===== config.mk =====
export PLATFORM = sky130hd
export DESIGN_NAME = stepper_half_step_ramp_flat
export DESIGN_NICKNAME = d
export VERILOG_FILES = /design/src/rtl/shr_pkg.sv /design/src/rtl/shr_ifs.sv /design/src/rtl/stepper_half_step_ramp.sv /design/src/rtl/shr_cfg_regs.sv /design/src/rtl/shr_ramp_core.sv /design/src/flat_wrapper.sv
export SDC_FILE = /design/constraint.sdc
export NUM_CORES = 1
export LEC_CHECK = 0
export ABC_AREA = 1
export BUFFER_PORTS_ARGS = -buffer_cell sky130_fd_sc_hd__buf_2
export CORE_ASPECT_RATIO = 1.1
export CORE_UTILIZATION = 55
export DETAILED_ROUTE_END_ITERATION = 7
export PLACE_DENSITY = 0.77
export REMOVE_ABC_BUFFERS = 1
export SYNTH_ARGS = -nofsm -noshare
export SYNTH_HDL_FRONTEND = slang
export SYNTH_HIERARCHICAL = 1
export SYNTH_SLANG_ARGS = --single-unit

===== constraint.sdc =====
create_clock -name i_clk -period 10.8 [get_ports i_clk]
set_input_delay 3.24 -clock i_clk [delete_from_list [all_inputs] [get_ports i_clk]]
set_output_delay 3.24 -clock i_clk [all_outputs]
set_load 0.02 [all_outputs]

===== src/rtl/shr_pkg.sv =====
// ============================================================================
// shr_pkg
// Shared types, constants and the half-step coil table for the stepper
// half-step ramp generator.
// ============================================================================
`default_nettype none

package shr_pkg;

    localparam int DELAY_W = 3;
    localparam int SPL_W   = 10;
    localparam int PHASE_W = 3;
    localparam int COUNT_W = 13;
    localparam int COIL_W  = 4;
    localparam int CFG_IDX_W  = 2;
    localparam int CFG_DATA_W = 10;

    typedef enum logic {
        OP_TICK  = 1'b0,
        OP_START = 1'b1
    } t_opcode;

    typedef enum logic [CFG_IDX_W-1:0] {
        REG_SLOW_DELAY      = 2'd0,
        REG_FAST_DELAY      = 2'd1,
        REG_STEPS_PER_LEVEL = 2'd2,
        REG_UNUSED          = 2'd3
    } t_reg_idx;

    localparam logic [DELAY_W-1:0] SLOW_DELAY_RST      = 3'd6;
    localparam logic [DELAY_W-1:0] FAST_DELAY_RST      = 3'd1;
    localparam logic [SPL_W-1:0]   STEPS_PER_LEVEL_RST = 10'd250;
    localparam logic [DELAY_W-1:0] MAX_LEVEL           = 3'd7;

    typedef struct packed {
        logic [DELAY_W-1:0] slow_delay;
        logic [DELAY_W-1:0] fast_delay;
        logic [SPL_W-1:0]   steps_per_level;
    } t_cfg;

    typedef struct packed {
        logic [COIL_W-1:0] coils;
        logic              busy_res;
        logic              stepped;
        logic              finished;
    } t_result;

    typedef struct packed {
        logic               running;
        logic [DELAY_W-1:0] tick_count;
        logic [COUNT_W-1:0] level_step_count;
    } t_status;

    // Half-step pattern: one coil, two coils, one coil, ... around the rotor.
    function automatic logic [COIL_W-1:0] coil_pattern(input logic [PHASE_W-1:0] phase);
        logic [COIL_W-1:0] pat;
        case (phase)
            3'd0:    pat = 4'b0001;
            3'd1:    pat = 4'b0011;
            3'd2:    pat = 4'b0010;
            3'd3:    pat = 4'b0110;
            3'd4:    pat = 4'b0100;
            3'd5:    pat = 4'b1100;
            3'd6:    pat = 4'b1000;
            default: pat = 4'b1001;
        endcase
        return pat;
    endfunction

endpackage

`default_nettype wire


===== src/rtl/shr_ifs.sv =====
// ============================================================================
// shr_ifs
// Valid/ready channel interfaces for command items, result items and
// configuration writes.
// ============================================================================
`default_nettype none

interface shr_in_if;
    logic valid;
    logic ready;
    logic opcode;
    logic ramp_up;
    logic forward;

    modport source (output valid, output opcode, output ramp_up, output forward,
                    input ready);
    modport sink   (input valid, input opcode, input ramp_up, input forward,
                    output ready);
endinterface

interface shr_out_if;
    logic                         valid;
    logic                         ready;
    logic [shr_pkg::COIL_W-1:0]   coils;
    logic                         busy_res;
    logic                         stepped;
    logic                         finished;

    modport source (output valid, output coils, output busy_res, output stepped,
                    output finished, input ready);
    modport sink   (input valid, input coils, input busy_res, input stepped,
                    input finished, output ready);
endinterface

interface shr_cfg_if;
    logic                            valid;
    logic                            ready;
    logic [shr_pkg::CFG_IDX_W-1:0]   index;
    logic [shr_pkg::CFG_DATA_W-1:0]  data;

    modport source (output valid, output index, output data, input ready);
    modport sink   (input valid, input index, input data, output ready);
endinterface

`default_nettype wire


===== src/rtl/stepper_half_step_ramp.sv =====
// ============================================================================
// stepper_half_step_ramp
// Half-step stepper coil driver with an accelerate/decelerate speed ramp.
// ============================================================================
// Each input item is either a millisecond tick or a start command, and every
// item returns exactly one result carrying the four-coil pattern, a busy flag,
// and flags telling whether this item moved the phase or ended the move. The
// block takes one item per clock cycle while not stalled: an item is captured
// in an input register, the move state is updated by combinational counter
// and compare logic, and the result lands in an output register that is
// loaded when the staged item advances. The input register takes a new item
// whenever it is empty or its item moves on in the same cycle; the staged
// item moves on when the result register is empty or is being emptied in
// that cycle. With both registers full and the receiver holding off, the
// input stalls. Configuration writes are taken at any time and should only
// be issued while no item is in flight.
// ============================================================================
`default_nettype none

module stepper_half_step_ramp (
    input  wire logic i_clk,
    input  wire logic i_rst_n,
    shr_in_if.sink    i_in,
    shr_cfg_if.sink   i_cfg,
    shr_out_if.source o_out
);

    // Input stage register.
    logic              r_in_valid;
    shr_pkg::t_opcode  r_in_opcode;
    logic              r_in_ramp_up;
    logic              r_in_forward;

    // Result register.
    logic              r_out_valid;
    shr_pkg::t_result  r_out_res;

    logic              advance;
    shr_pkg::t_cfg     cfg;
    shr_pkg::t_result  core_res;
    shr_pkg::t_status  core_status;

    // The staged item moves on when the result register is empty or is being
    // drained this cycle; the input stage then frees up for a new item.
    assign advance    = r_in_valid && (!r_out_valid || o_out.ready);
    assign i_in.ready = !r_in_valid || advance;

    always_ff @(posedge i_clk) begin
        if (!i_rst_n) begin
            r_in_valid <= 1'b0;
        end else if (i_in.valid && i_in.ready) begin
            r_in_valid <= 1'b1;
        end else if (advance) begin
            r_in_valid <= 1'b0;
        end
    end

    always_ff @(posedge i_clk) begin
        if (i_in.valid && i_in.ready) begin
            r_in_opcode  <= shr_pkg::t_opcode'(i_in.opcode);
            r_in_ramp_up <= i_in.ramp_up;
            r_in_forward <= i_in.forward;
        end
    end

    shr_cfg_regs u_cfg_regs (
        .i_clk   (i_clk),
        .i_rst_n (i_rst_n),
        .i_cfg   (i_cfg),
        .o_cfg   (cfg)
    );

    // The core commits its state only when the staged item advances, so the
    // state seen by each item is exactly what the previous item left behind.
    shr_ramp_core u_ramp_core (
        .i_clk     (i_clk),
        .i_rst_n   (i_rst_n),
        .i_en      (advance),
        .i_opcode  (r_in_opcode),
        .i_ramp_up (r_in_ramp_up),
        .i_forward (r_in_forward),
        .i_cfg     (cfg),
        .o_result  (core_res),
        .o_status  (core_status)
    );

    always_ff @(posedge i_clk) begin
        if (!i_rst_n) begin
            r_out_valid <= 1'b0;
        end else if (advance) begin
            r_out_valid <= 1'b1;
        end else if (o_out.ready) begin
            r_out_valid <= 1'b0;
        end
    end

    always_ff @(posedge i_clk) begin
        if (advance) begin
            r_out_res <= core_res;
        end
    end

    assign o_out.valid    = r_out_valid;
    assign o_out.coils    = r_out_res.coils;
    assign o_out.busy_res = r_out_res.busy_res;
    assign o_out.stepped  = r_out_res.stepped;
    assign o_out.finished = r_out_res.finished;

`ifndef SYNTHESIS
    // A result never both steps and finishes, and a finishing result is idle.
    a_step_finish_excl: assert property (@(posedge i_clk) disable iff (!i_rst_n)
        r_out_valid |-> !(r_out_res.stepped && r_out_res.finished)
                        && !(r_out_res.finished && r_out_res.busy_res))
        else $error("result both stepped and finished, or finished while busy");

    // While idle the tick and step counters stay cleared.
    a_idle_counters_clear: assert property (@(posedge i_clk) disable iff (!i_rst_n)
        !core_status.running |-> (core_status.tick_count == '0)
                                 && (core_status.level_step_count == '0))
        else $error("counters not cleared while idle");

    // A staged item that cannot advance stays staged.
    a_stage_held: assert property (@(posedge i_clk) disable iff (!i_rst_n)
        (r_in_valid && !advance) |=> r_in_valid)
        else $error("staged item dropped");

    // A busy move always has a nonzero step count at its level.
    a_running_steps: assert property (@(posedge i_clk) disable iff (!i_rst_n)
        core_status.running |-> (core_status.level_step_count != '0))
        else $error("running with zero level step count");
`endif

endmodule

`default_nettype wire


===== src/rtl/shr_cfg_regs.sv =====
// ============================================================================
// shr_cfg_regs
// Configuration register file: slow delay, fast delay and steps per level.
// ============================================================================
`default_nettype none

module shr_cfg_regs (
    input  wire logic          i_clk,
    input  wire logic          i_rst_n,
    shr_cfg_if.sink            i_cfg,
    output shr_pkg::t_cfg      o_cfg
);

    shr_pkg::t_cfg r_cfg;

    assign i_cfg.ready = 1'b1;
    assign o_cfg       = r_cfg;

    always_ff @(posedge i_clk) begin
        if (!i_rst_n) begin
            r_cfg.slow_delay      <= shr_pkg::SLOW_DELAY_RST;
            r_cfg.fast_delay      <= shr_pkg::FAST_DELAY_RST;
            r_cfg.steps_per_level <= shr_pkg::STEPS_PER_LEVEL_RST;
        end else if (i_cfg.valid) begin
            unique case (shr_pkg::t_reg_idx'(i_cfg.index))
                shr_pkg::REG_SLOW_DELAY: begin
                    r_cfg.slow_delay <= i_cfg.data[shr_pkg::DELAY_W-1:0];
                end
                shr_pkg::REG_FAST_DELAY: begin
                    r_cfg.fast_delay <= i_cfg.data[shr_pkg::DELAY_W-1:0];
                end
                shr_pkg::REG_STEPS_PER_LEVEL: begin
                    r_cfg.steps_per_level <= i_cfg.data[shr_pkg::SPL_W-1:0];
                end
                default: begin
                end
            endcase
        end
    end

endmodule

`default_nettype wire


===== src/rtl/shr_ramp_core.sv =====
// ============================================================================
// shr_ramp_core
// Move state and the next-state update for a tick or start item: tick
// counting, per-level step counting, level changes and the phase index.
// ============================================================================
`default_nettype none

module shr_ramp_core (
    input  wire logic              i_clk,
    input  wire logic              i_rst_n,
    input  wire logic              i_en,
    input  wire shr_pkg::t_opcode  i_opcode,
    input  wire logic              i_ramp_up,
    input  wire logic              i_forward,
    input  wire shr_pkg::t_cfg     i_cfg,
    output shr_pkg::t_result       o_result,
    output shr_pkg::t_status       o_status
);

    logic [shr_pkg::PHASE_W-1:0] r_phase,     n_phase;
    logic                        r_running,   n_running;
    logic                        r_accel,     n_accel;
    logic                        r_fwd,       n_fwd;
    logic [shr_pkg::DELAY_W-1:0] r_level,     n_level;
    logic [shr_pkg::COUNT_W-1:0] r_steps,     n_steps;
    logic [shr_pkg::DELAY_W-1:0] r_ticks,     n_ticks;

    logic                        stepped;
    logic                        finished;
    logic [shr_pkg::DELAY_W:0]   waited;
    logic                        delay_done;
    logic [shr_pkg::DELAY_W-1:0] inv_level;
    logic [shr_pkg::COUNT_W-1:0] target;
    logic                        level_done;
    logic [shr_pkg::DELAY_W-1:0] next_level;
    logic [shr_pkg::PHASE_W-1:0] step_phase;

    always_comb begin
        n_phase   = r_phase;
        n_running = r_running;
        n_accel   = r_accel;
        n_fwd     = r_fwd;
        n_level   = r_level;
        n_steps   = r_steps;
        n_ticks   = r_ticks;
        stepped   = 1'b0;
        finished  = 1'b0;

        waited     = {1'b0, r_ticks} + 4'd1;
        delay_done = (r_level == '0) || (waited >= {1'b0, r_level});
        inv_level  = shr_pkg::MAX_LEVEL - r_level;
        // Steps to run at this level: (7 - level) * steps_per_level + 1.
        target     = shr_pkg::COUNT_W'({10'd0, inv_level} * {3'd0, i_cfg.steps_per_level})
                     + 13'd1;

        if (r_accel) begin
            level_done = (r_level == '0) || ((r_level - 3'd1) <= i_cfg.fast_delay);
            next_level = r_level - 3'd1;
        end else begin
            level_done = (({1'b0, r_level} + 4'd1) >= {1'b0, i_cfg.slow_delay})
                         || (r_level == shr_pkg::MAX_LEVEL);
            next_level = r_level + 3'd1;
        end

        if (i_opcode == shr_pkg::OP_START) begin
            step_phase = i_forward ? r_phase + 3'd1 : r_phase - 3'd1;
        end else begin
            step_phase = r_fwd ? r_phase + 3'd1 : r_phase - 3'd1;
        end

        if (i_opcode == shr_pkg::OP_START) begin
            if (!r_running) begin
                n_running = 1'b1;
                n_accel   = i_ramp_up;
                n_fwd     = i_forward;
                n_level   = i_ramp_up ? i_cfg.slow_delay : i_cfg.fast_delay;
                n_phase   = step_phase;
                n_ticks   = '0;
                n_steps   = 13'd1;
                stepped   = 1'b1;
            end
        end else if (r_running) begin
            if (!delay_done) begin
                n_ticks = waited[shr_pkg::DELAY_W-1:0];
            end else if (r_steps < target) begin
                n_phase = step_phase;
                n_ticks = '0;
                n_steps = r_steps + 13'd1;
                stepped = 1'b1;
            end else if (level_done) begin
                n_running = 1'b0;
                n_ticks   = '0;
                n_steps   = '0;
                finished  = 1'b1;
            end else begin
                n_level = next_level;
                n_phase = step_phase;
                n_ticks = '0;
                n_steps = 13'd1;
                stepped = 1'b1;
            end
        end

        o_result.coils    = shr_pkg::coil_pattern(n_phase);
        o_result.busy_res = n_running;
        o_result.stepped  = stepped;
        o_result.finished = finished;
    end

    always_ff @(posedge i_clk) begin
        if (!i_rst_n) begin
            r_phase   <= '0;
            r_running <= 1'b0;
            r_accel   <= 1'b0;
            r_fwd     <= 1'b0;
            r_level   <= '0;
            r_steps   <= '0;
            r_ticks   <= '0;
        end else if (i_en) begin
            r_phase   <= n_phase;
            r_running <= n_running;
            r_accel   <= n_accel;
            r_fwd     <= n_fwd;
            r_level   <= n_level;
            r_steps   <= n_steps;
            r_ticks   <= n_ticks;
        end
    end

    assign o_status.running          = r_running;
    assign o_status.tick_count       = r_ticks;
    assign o_status.level_step_count = r_steps;

endmodule

`default_nettype wire

===== src/flat_wrapper.sv =====
// flat-port wrapper written by rule: the top's interface ports become plain ports
module stepper_half_step_ramp_flat 
  (i_clk, i_rst_n, i_in_valid, i_in_opcode, i_in_ramp_up, i_in_forward, i_in_ready, i_cfg_valid, i_cfg_index, i_cfg_data, i_cfg_ready, o_out_valid, o_out_coils, o_out_busy_res, o_out_stepped, o_out_finished, o_out_ready);
  shr_in_if i_in_i ();
  shr_cfg_if i_cfg_i ();
  shr_out_if o_out_i ();
  input  wire logic i_clk;
  input  wire logic i_rst_n;
  input wire logic [$bits(i_in_i.valid)-1:0] i_in_valid;
  input wire logic [$bits(i_in_i.opcode)-1:0] i_in_opcode;
  input wire logic [$bits(i_in_i.ramp_up)-1:0] i_in_ramp_up;
  input wire logic [$bits(i_in_i.forward)-1:0] i_in_forward;
  output wire logic [$bits(i_in_i.ready)-1:0] i_in_ready;
  input wire logic [$bits(i_cfg_i.valid)-1:0] i_cfg_valid;
  input wire logic [$bits(i_cfg_i.index)-1:0] i_cfg_index;
  input wire logic [$bits(i_cfg_i.data)-1:0] i_cfg_data;
  output wire logic [$bits(i_cfg_i.ready)-1:0] i_cfg_ready;
  output wire logic [$bits(o_out_i.valid)-1:0] o_out_valid;
  output wire logic [$bits(o_out_i.coils)-1:0] o_out_coils;
  output wire logic [$bits(o_out_i.busy_res)-1:0] o_out_busy_res;
  output wire logic [$bits(o_out_i.stepped)-1:0] o_out_stepped;
  output wire logic [$bits(o_out_i.finished)-1:0] o_out_finished;
  input wire logic [$bits(o_out_i.ready)-1:0] o_out_ready;
  assign i_in_i.valid = i_in_valid;
  assign i_in_i.opcode = i_in_opcode;
  assign i_in_i.ramp_up = i_in_ramp_up;
  assign i_in_i.forward = i_in_forward;
  assign i_in_ready = i_in_i.ready;
  assign i_cfg_i.valid = i_cfg_valid;
  assign i_cfg_i.index = i_cfg_index;
  assign i_cfg_i.data = i_cfg_data;
  assign i_cfg_ready = i_cfg_i.ready;
  assign o_out_valid = o_out_i.valid;
  assign o_out_coils = o_out_i.coils;
  assign o_out_busy_res = o_out_i.busy_res;
  assign o_out_stepped = o_out_i.stepped;
  assign o_out_finished = o_out_i.finished;
  assign o_out_i.ready = o_out_ready;
  stepper_half_step_ramp u_core (.i_clk(i_clk), .i_rst_n(i_rst_n), .i_in(i_in_i), .i_cfg(i_cfg_i), .o_out(o_out_i));
endmodule

==> results of run 1 <==
-- final timing paths --
| check | from | end | cells after the start |
|---|---|---|---|
| max | o_out_ready | i_in_ready | 4 |
| min reg2reg | u_core/u_ramp_core/r_fwd$_SDFFE_PN0P_ | u_core/u_ramp_core/r_fwd$_SDFFE_PN0P_ | 2 |
| min | u_core/u_ramp_core/r_fwd$_SDFFE_PN0P_ | u_core/u_ramp_core/r_fwd$_SDFFE_PN0P_ | 2 |
| max reg2reg | u_core/u_ramp_core/r_level[1]$_SDFFE_PN0P_ | u_core/o_out.coils[2]$_DFFE_PP_ | 28 |
-- per-stage QoR --
stage | std cells | utilization [%] | power (mW) | hold WS (ns) | worst slack [ns]
6_report | 669 | 61.19 | 0.5335 | 0.4675 | 3.895
5_1_grt | 669 | 61.19 | 0.5753 | 0.5016 | 3.880
4_1_cts | 669 | 61.19 | 0.5387 | 0.4651 | 3.896
3_5_place_dp | 661 | 59.61 | 0.3998 | 0.4463 | 3.897
3_3_place_gp | 661 | 59.61 | 0.3935 | 0.4432 | 3.918
2_1_floorplan | 548 | - | 0.3622 | 0.4289 | 4.131
-- layout by cell type, fill, tap and decap left out, types with 5 or more instances in the layout --
cell / instances
o21ai_0: 23
nor2_1: 52
fa_1: 9
clkbuf_8: 5
dfxtp_1: 43
nand2_2: 5
nand4_1: 9
edfxtp_1: 10
nand2_1: 125
nand3_1: 36
inv_1: 90
ha_1: 43
buf_2: 28
a21oi_1: 40
xor2_1: 10
-- layout make-up --
class | count | area [sq um] | area share, %
tap | 85 | 106.4 | 2.467
clock buffer | 6 | 72.57 | 1.683
timing repair buffer | 28 | 140.1 | 3.250
sequential | 53 | 1161 | 26.93
multi-input combinational | 398 | 2421 | 56.15
clock inverter | 2 | 38.79 | 0.8996
inverter | 97 | 371.6 | 8.619
-- routing by layer --
layer  global-route usage, %  routed length, um  part of all wire, %  up-vias
li1                        -                  -                    -     1843
met1                   25.11               3487                   47     1560
met2                   37.40               3627                   49       55
met3                   2.250                165                  2.2       11
met4                   7.910                145                  2.0        0
met5                       0                  0                    0        -
-- power groups by stage --
stage	logic, mW	clock network (mW)	registers, mW
after floorplan	0.139	0	0.224
after global placement	0.171	0	0.222
after detailed placement	0.177	0	0.223
after CTS	0.179	0.141	0.218
after global routing	0.208	0.148	0.219
final	0.178	0.138	0.218
-- registers in the layout (all words and copies together) (netlist names), 3 cells and up --
register / flops
u_core/u_ramp_core/r_phase: 3
u_core/u_ramp_core/r_level: 3
u_core/o_out.coils: 4
u_core/u_ramp_core/r_steps: 13
u_core/u_cfg_regs/o_cfg: 16
u_core/u_ramp_core/r_ticks: 3
-- tightest hold or removal path, delay by kind of cell, from the launching register on --
family / cells / cell delay, ns
flops: 1 / 0.31
buf+inv: 1 / 0.06
compound gates: 1 / 0.06
==> impl_metrics.py, run 1 <==
metrics = {
    "cells_and_area": {
        "area_delta_synth_final_pct": 7.119,
        "diodes": 0,
        "nets": 655,
        "final_area_sq_mm": 0.004312,
        "fill_cells": 636,
        "drive_gt1_share_pct": 10.79,
    },
    "sta": {
        "slew_viol_final": 0,
        "fin_setup_tns_ns": 0,
        "fmax_ghz": 0.1448,
        "fin_skew_ns": 0.01083,
        "slew_headroom_pct": 37.75,
        "finalSetupViolations": 0,
        "worst_pin_slew_ns": 0.9337,
        "fin_crit_sh_pct": 63.93,
        "rsz0062_at_grt": "false",
        "timing_hold_violations_final": 0,
        "period_needed_ns": 6.905,
    },
    "power_and_ir_drop": {
        "ir_worst_vdd_v": 0.00005502,
        "pwr-share-clk_pct": 25.8,
        "power_density_mw_per_mm2": 123.7,
        "p_comb_share_pct": 33.3,
        "swShare_pct": 34.41,
        "p_leak_nw": 2.225,
        "power.internal_mw": 0.3499,
        "switchingPower_mw": 0.1836,
        "seqPwrFrac_pct": 40.9,
    },
    "critical_path": {
        "crit_top_cell": "buf_2",
        "cp_slowest_stage_delay_ns": 0.17,
        "crit_slowest_cell": "buf_2",
        "cp_max_fo": 3,
        "worstPathRequired_ns": 7.56,
        "cp-end-kind": "output port",
        "reg2reg_setup_slack_ns": 6.19,
        "crit_buf_inv": 3,
        "cp_cell_sequence": "buf_2 -> inv_2 -> nand3_2 -> buf_2",
        "cp_top_family": "buffers and inverters",
        "crit_path_start_kind": "primary input",
        "critical_path_class": "in2out",
        "worstPathArrival_ns": 3.66,
    },
    "global_routing": {
        "grt_max_degree": 29,
        "grt_pass1_wl_um": 13440,
        "grt_overflow": 0,
        "antenna_found_initial": 0,
        "grt_pass1_vias": 3312,
        "grtUsageTotal_pct": 20.68,
    },
    "floorplan": {
        "die_h_um": 91.73,
        "io_pins": 30,
        "start_util_pct": 57.12,
        "dieArea_sq_mm": 0.007665,
        "die_x_um": 83.57,
        "rows": 32,
        "core_area_sq_mm": 0.007047,
    },
    "place": {
        "io_buffers": 28,
        "hpwl_um": 5847,
        "dpl-instance-area_sq_mm": 0.004200,
        "place.gp.congestion": 0.8312,
    },
    "clock_tree": {
        "cts_hold_buffers": 0,
        "cts_resized": 0,
        "postCtsSetupRepairBufs": 0,
        "clock_latency_ns": 0.31,
        "clk_pin_slew_ns": 0.10,
        "htree_levels": 2,
        "root_buffer": "clkbuf_8",
        "clock_path_buffers": 2,
        "cts_buffers": 5,
        "clock-sinks": 53,
        "cts_tree": "built",
    },
    "routing": {
        "ant_nets": 0,
        "initialDrtViolationCount": 90,
        "num_vias": 3469,
        "routed_wl_um": 7426,
        "viasPerCell": 5.185,
        "routedWlPerCell_um": 11.10,
        "drt_pass1_iterations": 4,
        "drc": 0,
    },
    "job": {
        "drv_cap": 0,
    },
    "logic_synthesis": {
        "syn_area_per_cell_sq_um": 7.201,
        "netlist_instances": 559,
        "ys_warn_count": 6,
        "syn-cell-area_sq_mm": 0.004025,
    },
    "outcome": {
        "status": "complete, no violations",
    },
    "hold_path": {
        "hp-class": "reg2reg",
    },
}
(Power assumes the default switching activity.)
==> inputs of run 2 (changes only) <==
==> constraint.sdc (replaced) <==
create_clock -name i_clk -period 6.7 [get_ports i_clk]
set_input_delay 2.01 -clock i_clk [delete_from_list [all_inputs] [get_ports i_clk]]
set_output_delay 2.01 -clock i_clk [all_outputs]
set_load 0.02 [all_outputs]
==> run 2 against run 1 <==
First-iteration DRC count is 1.1% lower. Via count is 0.32% higher. Worst setup slack worse by 1.6 ns. Design area is 0.49% lower. Non-clock buffer count stayed put. Wire length is 3.8% higher. Critical path depth stayed put. Combinational power is 63% higher. Critical endpoint unchanged. Largest cell class unchanged.
==> impl_metrics.py, run 2 (synthesis gave the netlist of run 1 again) <==
metrics = {
    "routing": {
        "routedWlPerCell_um": 11.52,
        "drc": 0,
        "ant_nets": 0,
        "initialDrtViolationCount": 89,
        "drt_pass1_iterations": 4,
        "viasPerCell": 5.202,
        "routed_wl_um": 7705,
        "num_vias": 3480,
    },
    "global_routing": {
        "antenna_found_initial": 0,
        "grt_pass1_vias": 3244,
        "grt_max_degree": 29,
        "grt_overflow": 0,
        "grt_pass1_wl_um": 13480,
        "grtUsageTotal_pct": 21.27,
    },
    "critical_path": {
        "crit_buf_inv": 3,
        "crit_path_start_kind": "primary input",
        "worstPathArrival_ns": 2.43,
        "cp_max_fo": 3,
        "worst-path-stages": 4,
        "crit_top_cell": "buf_2",
        "ff2ff_path_depth": 28,
        "critical_path_class": "in2out",
        "cp_slowest_stage_delay_ns": 0.17,
        "cp_cell_sequence": "buf_2 -> inv_2 -> nand3_2 -> buf_2",
        "worstPathRequired_ns": 4.69,
        "cp-end-kind": "output port",
        "cp_top_family": "buffers and inverters",
        "crit_slowest_cell": "buf_2",
    },
    "clock_tree": {
        "root_buffer": "clkbuf_8",
        "cts_buffers": 5,
        "cts_tree": "built",
        "clock-sinks": 53,
        "cts_hold_buffers": 0,
        "htree_levels": 2,
        "postCtsSetupRepairBufs": 0,
        "clock_path_buffers": 2,
        "clock_latency_ns": 0.31,
        "clk_pin_slew_ns": 0.10,
        "cts_resized": 0,
    },
    "sta": {
        "rsz0062_at_grt": "false",
        "fin_skew_ns": 0.006147,
        "worst_pin_slew_ns": 0.9398,
        "fmax_ghz": 0.2252,
        "timing_hold_violations_final": 0,
        "slew_headroom_pct": 37.35,
        "finalSetupViolations": 0,
        "fin_setup_tns_ns": 0,
        "setup_slack_ns": 2.259,
        "slew_viol_final": 0,
        "fin_crit_sh_pct": 66.28,
        "period_needed_ns": 4.441,
        "timing.hold.ws_ns": 0.4861,
    },
    "power_and_ir_drop": {
        "power_density_mw_per_mm2": 194.0,
        "p_leak_nw": 2.214,
        "p_total_mw": 0.8324,
        "ir_worst_vdd_v": 0.0001170,
    },
    "place": {
        "dpl-instance-area_sq_mm": 0.004200,
        "hpwl_um": 6180,
        "pre_cts_slack_ns": 2.235,
        "place_inst": 661,
        "place.gp.congestion": 0.8815,
        "io_buffers": 28,
    },
    "outcome": {
        "status": "complete, no violations",
    },
    "floorplan": {
        "start_util_pct": 57.12,
        "die_x_um": 83.57,
        "rows": 32,
        "io_pins": 30,
        "dieArea_sq_mm": 0.007665,
        "die_h_um": 91.73,
        "core_area_sq_mm": 0.007047,
    },
    "cells_and_area": {
        "final_common_cell": "nand2_1",
        "utilization_pct": 60.88,
        "drive_gt1_share_pct": 10.96,
        "nets": 655,
        "largest_reg_flops": 16,
        "area_delta_synth_final_pct": 6.590,
        "diodes": 0,
        "final_area_sq_mm": 0.004290,
        "stdcell_count": 669,
        "mostFrequentLayoutCells": "nand2_1, inv_1, nor2_1",
    },
    "hold_path": {
        "worstHoldPathCells": 2,
        "hp-class": "reg2reg",
    },
    "job": {
        "drv_cap": 0,
    },
}
run 2: changes by cell type in the layout (fill, tap and decap cells not counted):
cell        change
bufinv_16       -1
clkbuf_1        -1
clkinv_2        +1
clkinv_4        -1
clkinvlp_4      +1
inv_6           +1
run 2: path summary, 6_finish.rpt:
check,end,startpoint,slack (ns)
setup / recovery,i_in_ready,o_out_ready,2.26
hold / removal,u_core/u_cfg_regs/o_cfg[15]$_SDFFE_PN1P_,u_core/u_cfg_regs/o_cfg[15]$_SDFFE_PN1P_,0.49
setup reg to reg,u_core/o_out.coils[2]$_DFFE_PP_,u_core/u_ramp_core/r_level[1]$_SDFFE_PN0P_,2.29
hold reg to reg,u_core/u_cfg_regs/o_cfg[15]$_SDFFE_PN1P_,u_core/u_cfg_regs/o_cfg[15]$_SDFFE_PN1P_,0.49
run 2: final cells by class:
type / count / area (sq um)
inverter: 97 / 371.6
tap: 85 / 106.4
sequential: 53 / 1161
multi-input combinational: 398 / 2421
timing repair buffer: 28 / 140.1
clock inverter: 3 / 21.27
fill: 650 / 2756
clock buffer: 5 / 68.82
run 2: worst register-to-register path, delay by kind of cell, from the launching register on:
| kind | cells | cell delay (ns) |
|---|---|---|
| AO/OA/AOI/OAI | 5 | 0.83 |
| adder cells (fa/ha/maj) | 3 | 0.95 |
| buffers and inverters | 5 | 0.53 |
| flip-flops | 1 | 0.45 |
| AND/OR/NAND/NOR | 15 | 1.43 |
run 2: report_power, final:
group	total [mW]	switching [mW]	internal, mW
logic	0.291	0.180	0.111
registers	0.352	0.0113	0.340
clock network	0.189	0.115	0.0745
total	0.832	0.306	0.526
run 2: per-layer routing:
layer	vias to the layer above	GRT usage [%]	routed length [um]
met2	41	39.70	3801
met3	10	2.970	158
met1	1589	24.82	3598
met4	0	7.062	146
li1	1840	-	-
met5	-	0	0
==> inputs of run 3 (changes only) <==
--- a/config.mk
+++ b/config.mk
@@ -10,7 +10,7 @@
 export CORE_ASPECT_RATIO = 1.1
 export CORE_UTILIZATION = 55
 export DETAILED_ROUTE_END_ITERATION = 7
-export PLACE_DENSITY = 0.77
+export PLACE_DENSITY = 0.8
 export REMOVE_ABC_BUFFERS = 1
 export SYNTH_ARGS = -nofsm -noshare
 export SYNTH_HDL_FRONTEND = slang
==> constraint.sdc (replaced) <==
create_clock -name i_clk -period 3.9 [get_ports i_clk]
set_input_delay 1.17 -clock i_clk [delete_from_list [all_inputs] [get_ports i_clk]]
set_output_delay 1.17 -clock i_clk [all_outputs]
set_load 0.02 [all_outputs]
==> run 3 against run 2 <==
Sequential cell count is the same. Clock skew grew 0.0068 ns. Worst setup slack lost 2.3 ns. Cell count grew 4.5%. Sequential share of layout area shrank 3.0 points. Largest power group is now combinational logic. Clock power grew 71%. Combinational power grew to 2.6 times the previous value. The flow now finishes with violations (negative setup slack). Critical path depth grew 22. Total power grew 100%. Clock-buffer cell count is the same. Register-to-register slack lost 2.3 ns.
==> impl_metrics.py, run 3 (synthesis gave the netlist of run 1 again) <==
metrics = {
    "floorplan": {
        "die_x_um": 83.57,
        "dieArea_sq_mm": 0.007665,
        "core_area_sq_mm": 0.007047,
        "start_util_pct": 57.12,
        "io_pins": 30,
        "rows": 32,
        "die_h_um": 91.73,
    },
    "sta": {
        "setup_slack_ns": -0.03632,
        "fmax_ghz": 0.2540,
        "finalSetupViolations": 2,
        "worst_pin_slew_ns": 0.6068,
        "period_needed_ns": 3.936,
        "timing_hold_violations_final": 0,
        "slew_headroom_pct": 59.18,
        "rsz0062_at_grt": "true",
        "fin_skew_ns": 0.01292,
        "fin_crit_sh_pct": 100.9,
        "slew_viol_final": 0,
    },
    "critical_path": {
        "cp_slowest_stage_delay_ns": 0.50,
        "ff2ff_path_depth": 26,
        "worst-path-stages": 26,
        "critical_path_class": "reg2reg",
        "crit_top_cell": "nand2_2",
        "worstPathRequired_ns": 4.00,
        "worstPathArrival_ns": 4.03,
        "cp_top_family": "adder cells",
        "cp_max_fo": 6,
        "crit_path_start_kind": "flip-flop",
        "crit_slowest_cell": "fa_1",
        "cp-end-kind": "flip-flop",
        "crit_buf_inv": 6,
    },
    "clock_tree": {
        "cts_hold_buffers": 0,
        "clock_latency_ns": 0.32,
        "root_buffer": "clkbuf_8",
        "clock_path_buffers": 2,
        "clock-sinks": 53,
        "cts_buffers": 5,
        "clk_pin_slew_ns": 0.11,
        "htree_levels": 2,
        "cts_tree": "built",
    },
    "cells_and_area": {
        "drive_gt1_share_pct": 25.24,
        "stdcell_count": 699,
        "area_delta_synth_final_pct": 20.64,
        "largest_reg_flops": 16,
        "mostFrequentLayoutCells": "nand2_1, inv_1, nor2_1",
        "nets": 685,
        "final_common_cell": "nand2_1",
        "diodes": 0,
        "final_area_sq_mm": 0.004856,
    },
    "routing": {
        "drt_pass1_iterations": 5,
        "drc": 0,
        "ant_nets": 0,
        "routedWlPerCell_um": 13.58,
        "viasPerCell": 5.472,
        "routed_wl_um": 9489,
        "num_vias": 3825,
        "initialDrtViolationCount": 156,
    },
    "place": {
        "dpl-instance-area_sq_mm": 0.004380,
        "io_buffers": 28,
        "place_inst": 685,
        "hpwl_um": 6382,
        "place.gp.congestion": 0.9040,
        "pre_cts_slack_ns": -0.2531,
    },
    "hold_path": {
        "worstHoldPathCells": 2,
        "hp-class": "reg2reg",
    },
    "power_and_ir_drop": {
        "p_leak_nw": 2.422,
        "power_density_mw_per_mm2": 348.7,
        "ir_worst_vdd_v": 0.0001813,
    },
    "outcome": {
        "status": "finished with violations",
        "violations": "negative setup slack",
    },
    "job": {
        "drv_cap": 0,
    },
    "global_routing": {
        "grt_overflow": 0,
        "grt_max_degree": 29,
        "grtUsageTotal_pct": 24.39,
        "grt_pass1_vias": 3703,
        "antenna_found_initial": 0,
        "grt_pass1_wl_um": 15660,
    },
}
[run 3: timing repair]
action	in CTS	in global routing
buffers inserted	5	1
pin swaps	20	23
gates resized for setup	37	47
endpoints found under the setup margin	15	26
[run 3: power breakdown]
group / internal [mW] / total [mW] / switching (mW) / leakage (nW)
Sequential: 0.585 / 0.603 / 0.0183 / 0.448
Clock: 0.128 / 0.324 / 0.196 / 0.0481
Combinational: 0.328 / 0.766 / 0.438 / 1.93
[run 3: worst paths after layout]
check                                                  start                               endpoint  slack, ns
hold reg to reg        u_core/u_ramp_core/r_fwd$_SDFFE_PN0P_  u_core/u_ramp_core/r_fwd$_SDFFE_PN0P_       0.47
setup / recovery  u_core/u_ramp_core/r_level[1]$_SDFFE_PN0P_        u_core/o_out.coils[2]$_DFFE_PP_      -0.04
setup reg to reg  u_core/u_ramp_core/r_level[1]$_SDFFE_PN0P_        u_core/o_out.coils[2]$_DFFE_PP_      -0.04
hold / removal         u_core/u_ramp_core/r_fwd$_SDFFE_PN0P_  u_core/u_ramp_core/r_fwd$_SDFFE_PN0P_       0.47
[run 3: area by class of cell]
class                      count  area [sq um]
multi-input combinational    398          2736
fill                         542          2191
clock buffer                   5         68.82
timing repair buffer          58         376.6
inverter                      97         375.4
clock inverter                 3         22.52
sequential                    53          1170
tap                           85         106.4
[run 3: metrics by stage]
step,power [mW],hold slack [ns],TNS [ns],utilization [%]
after global routing,1.808,0.4856,-1.670,68.91
after detailed placement,1.165,0.4537,-1.301,62.16
after floorplan,1.003,0.4289,0,-
after global placement,1.135,0.4436,-0.1630,62.16
after CTS,1.553,0.4682,0,66.03
final,1.693,0.4665,-0.04537,68.91
[run 3: tightest hold or removal path: cells and delay by family, from the launching register on]
family,cells,cell delay (ns)
AO/OA/AOI/OAI,1,0.06
buffers and inverters,1,0.06
flip-flops,1,0.31
[run 3: layer usage]
layer  vias to the layer above  track usage (%)  wire, um
li1                       1908                -         -
met1                      1781            28.06      3909
met2                       108            45.87      4944
met3                        28            3.240       338
met4                         0            8.616       297
met5                         -                0         0
